<file path="config.mk">
export PLATFORM = sky130hd
export DESIGN_NAME = ttps_cfg
export DESIGN_NICKNAME = d
export VERILOG_FILES = /design/src/rtl/core/ttps_pkg.sv /design/src/rtl/core/ttps_cfg.sv
export SDC_FILE = /design/constraint.sdc
export NUM_CORES = 1
export LEC_CHECK = 0
export BUFFER_PORTS_ARGS = -buffer_cell sky130_fd_sc_hd__buf_4
export CAP_MARGIN = 20
export CORE_ASPECT_RATIO = 1.4
export CORE_MARGIN = 2
export CORE_UTILIZATION = 40
export DETAILED_ROUTE_END_ITERATION = 7
export PLACE_DENSITY = 0.74
export SLEW_MARGIN = 0
export SYNTH_ARGS = -nofsm -noshare
export SYNTH_HDL_FRONTEND = slang
export SYNTH_SLANG_ARGS = --single-unit
</file>
<file path="constraint.sdc">
create_clock -name clk -period 0.8 [get_ports clk]
set_clock_uncertainty 0.1 [all_clocks]
set_input_delay 0.04 -clock clk [delete_from_list [all_inputs] [get_ports clk]]
set_output_delay 0.04 -clock clk [all_outputs]
set_load 0.005 [all_outputs]
</file>
<file path="src/rtl/core/ttps_pkg.sv">
// ----------------------------------------------------------------------------
// ttps_pkg
// Shared widths, field positions, codes and types of the probe/store unit.
// ----------------------------------------------------------------------------
package ttps_pkg;

  localparam int DEFAULT_INDEX_BITS = 12;

  localparam int KEY_W      = 64;
  localparam int WORD_W     = 64;
  localparam int MOVE_W     = 32;
  localparam int SCORE_W    = 21;
  localparam int SCOREPK_W  = 22;
  localparam int DEPTH_W    = 8;
  localparam int PLY_W      = 8;
  localparam int KIND_W     = 2;
  localparam int THR_W      = 20;
  localparam int ADJ_W      = 23;
  localparam int CFG_IDX_W  = 1;

  localparam int SCORE_POS  = 32;
  localparam int DEPTH_POS  = 54;
  localparam int KIND_POS   = 62;

  localparam logic [SCOREPK_W-1:0] SCORE_BIAS_PK = SCOREPK_W'(1 << 20);
  localparam logic signed [ADJ_W-1:0] SCORE_BIAS = ADJ_W'(1 << 20);

  localparam logic OP_PROBE = 1'b0;
  localparam logic OP_STORE = 1'b1;

  localparam logic [KIND_W-1:0] KIND_EXACT = 2'd0;
  localparam logic [KIND_W-1:0] KIND_ALPHA = 2'd1;
  localparam logic [KIND_W-1:0] KIND_BETA  = 2'd2;

  localparam logic [CFG_IDX_W-1:0] CFG_IDX_ENABLE    = 1'd0;
  localparam logic [CFG_IDX_W-1:0] CFG_IDX_THRESHOLD = 1'd1;

  localparam logic             ENABLE_RESET    = 1'b1;
  localparam logic [THR_W-1:0] THRESHOLD_RESET = 20'd48000;

  typedef struct packed {
    logic             enable;
    logic [THR_W-1:0] threshold;
  } ttps_cfg_t;

endpackage

</file>
<file path="src/rtl/core/ttps_cfg.sv">
// ----------------------------------------------------------------------------
// ttps_cfg
// Configuration registers: table enable and mate score threshold.
// ----------------------------------------------------------------------------
module ttps_cfg
  import ttps_pkg::*;
(
  input  logic                 clk,
  input  logic                 rst_n,
  input  logic                 cfg_valid,
  output logic                 cfg_ready,
  input  logic [CFG_IDX_W-1:0] cfg_index,
  input  logic [THR_W-1:0]     cfg_data,
  output ttps_cfg_t            cfg_r
);

  assign cfg_ready = 1'b1;

  always_ff @(posedge clk) begin
    if (!rst_n) begin
      cfg_r.enable    <= ENABLE_RESET;
      cfg_r.threshold <= THRESHOLD_RESET;
    end else if (cfg_valid && cfg_ready) begin
      unique case (cfg_index)
        CFG_IDX_ENABLE:    cfg_r.enable    <= cfg_data[0];
        CFG_IDX_THRESHOLD: cfg_r.threshold <= cfg_data;
        default: ;
      endcase
    end
  end

endmodule

</file>
==> summary.md <==
| Metric | Value |
|---|---|
| CP max FO | 2 |
| Synth area leader | dfxtp_1 |
| Max_cap viols | 0 |
| Initial Utilization | 0.425 |
| Clock sinks | 21 |
| WL/cell | ~13 um |
| Startpoint Class | flip-flop |
| Final Hold Vio Count | 7 |
| Drt pass-1 iters | 4 |
| Failing checks | negative hold slack, negative setup slack |
| CP cell instances | buf_6 |
| # port buffers | 44 |
| Core outline area | 2200 um2 |
| Core Util, Final | 0.725 |
| CP required | approximately 0.66 ns |
| R2r startpoint | cfg_r[14] |
| Layout area overhead | 70.6% |
| Netlist cell types | 15 |
| Fill count | around 170 |
| GR peak layer | met2 |
| Crit path largest cell delay | 0.35 ns |
| Final nets | 187 |
| Final setup vio count | 22 |
| Regs by FF count | cfg_r: 21 flops |
| I/O pin total | 46 |
| Fin crit share | 1.13 |
| Total global routing overflow | 0 |
| DR iter-0 viols | 33 |
| Worst ir drop on vdd | 0.00101 V |
| Placer Congestion | slightly above 0.7 |
| FF/Latch Area | 447 um2 |
| Slew Limit Fails | 0 |
| Syn_nets | roughly 120 |
| CP top delay family | flip-flops |
| Die X | 44.9 um |
| Reg with most FFs | cfg_r |
| Most common cell after layout, fill and taps aside | buf_4 |
| Pin count of the biggest net entering global routing | 35 |
| Multi-input logic area | 400 um2 |
| Initial antenna violation count | 0 |
| TritonCTS clock tree | built |
| WHS Path Cells | 2 |
| Syn avg cell area | 9.55 um2 |
| H-tree depth | 1 |
| Routed wire length | around 2400 um |
| Placed inst area | 1250 um2 |
| Setup CP Type | flip-flop to output port |
| Tmin final | 0.903 ns |
| Synth Cell Area | 936 um2 |
| RSZ-0062 raised after global routing | yes |
| Post-DP HPWL | 1510 um |
| Synth Instances | 98 |
| CP bufs+invs | 1 |
| Min-delay src | rst_n |
| Worst skew pair latency | 0.31 ns |
| CTS Buf Count | 3 |
| Root Driver | clkbuf_4 |
| Status | finished with violations |
| Residual DRC | 0 |
| Std cell rows | 20 |
| Clock Path Buffers | 2 |
| Synth top area share | 0.449 |
| Share of layout cells above drive strength 1 | 0.599 |
| Final WS setup | -0.103 ns |
| CTS clk-pin slew, worst paths | 0.12 ns |
| Synthesis Warnings | 0 |
| Global-route met1 utilization | 0.200 |
| Global-route wire length before repair | 3740 um |
| Worst path slowest cell | dfxtp_2 |
| Worst Hold Class | input port to flip-flop |
| Commonest cells after routing, fill and taps aside | buf_4, dfxtp_2, buf_6, dlygate4sd3_1 |
| All-Layer GR Usage | 0.188 |
| R2R depth | 3 |
| Die area | 2750 um2 |
| Lkg Pwr | 0.730 nW |
| Reg2Reg Setup Slack | 0.01 ns |
| Worst Hold Endpoint | cfg_r[12] |
| Pwr/cell area | between 1000 and 1500 nW/um2 |
| Final antenna-violating net count | 0 |
| Synth top area cells | dfxtp_1, o21ai_2, o211ai_2 |
| Fmax | 1110 MHz |
| Antenna diode count | 0 |
| CP Data Arrival Time | 0.76 ns |
| WHS | -0.0220 ns |
| FF+latch count, synth | 21 |
| Total Power | 2.17 mW |
| Chip height | 61.2 um |
| Vias in the first global route | 899 |
| Critical R2R Capture | cfg_r[14] |
| Sequential-to-total area share from yosys stat | 0.449 |
| Max FFs per register | 21 |
| Design area | 1600 um2 |
| Pre-CTS WS | -0.0776 ns |
| Via density per instance | ~5 |
| GR Util met2 | 0.348 |
| Nature of the critical path endpoint | output port |
| Met3 Use GR | 0.0381 |
| Via count | 939 |
[routing by layer]
metal / wire, um / part of all wire
met5: 0 / 0
met3: 122 / 0.051
met4: 35 / 0.015
met2: 1270 / 0.53
met1: 966 / 0.40
[cells by family (layout without fill, tap and decap cells)]
group | Yosys count | after routing | synth area share
flops | 21 | 21 | 0.449
simple gates | 36 | 36 | 0.201
compound gates | 21 | 21 | 0.223
buf+inv | 19 | 83 | 0.123
other cells | 1 | 1 | 0.00401
[stage by stage]
step	std cells	setup TNS, ns
5_1_grt	184	-2.93
3_3_place_gp	159	-0.872
4_1_cts	183	-2.15
2_1_floorplan	98	0
6_report	184	-2.05
3_5_place_dp	159	-1.14
[final cells by class]
cell class / instances / share of cell area
Clock buffer: 3 / 0.0141
Clock inverter: 1 / 0.00313
Inverter: 8 / 0.0188
Multi-Input combinational cell: 58 / 0.251
Sequential cell: 21 / 0.280
Tap cell: 22 / 0.0172
Timing Repair Buffer: 71 / 0.416
[where the power goes]
part	switching (mW)	leakage, nW	internal (mW)
clock	0.325	0.0177	0.187
combinational	0.193	0.537	0.312
sequential	0.0403	0.175	1.12
total	0.558	0.730	1.61
[timing repair]
item,4_1_cts,5_1_grt
setup buffers,0,1
hold buffers,20,1
setup endpoints to repair,21,23
resized for setup,42,1
endpoints found under the hold margin,21,9
[worst max-delay path by stage]
stage	startpoint	end	slack (ns)	depth (start not counted)
floorplan	cfg_r[20]	cfg_r[20]	0.12	2
detailed placement	cfg_valid	cfg_r[8]	-0.08	3
finish	cfg_r[0]	cfg_r[0]	-0.10	1
global placement	cfg_valid	cfg_r[13]	-0.05	3
global route	cfg_r[14]	cfg_r[14]	-0.15	1
CTS	cfg_r[0]	cfg_r[0]	-0.11	1
[synth_stat cells, drive strengths merged]
library cell,number
dfxtp,21
nand2,13
nand4,13
o21ai,13
buf,11
inv,8
o211ai,8
nand3,7
and2,1
conb,1
nand3b,1
nor2b,1
Note: power is estimated with default switching activity, not from simulation.
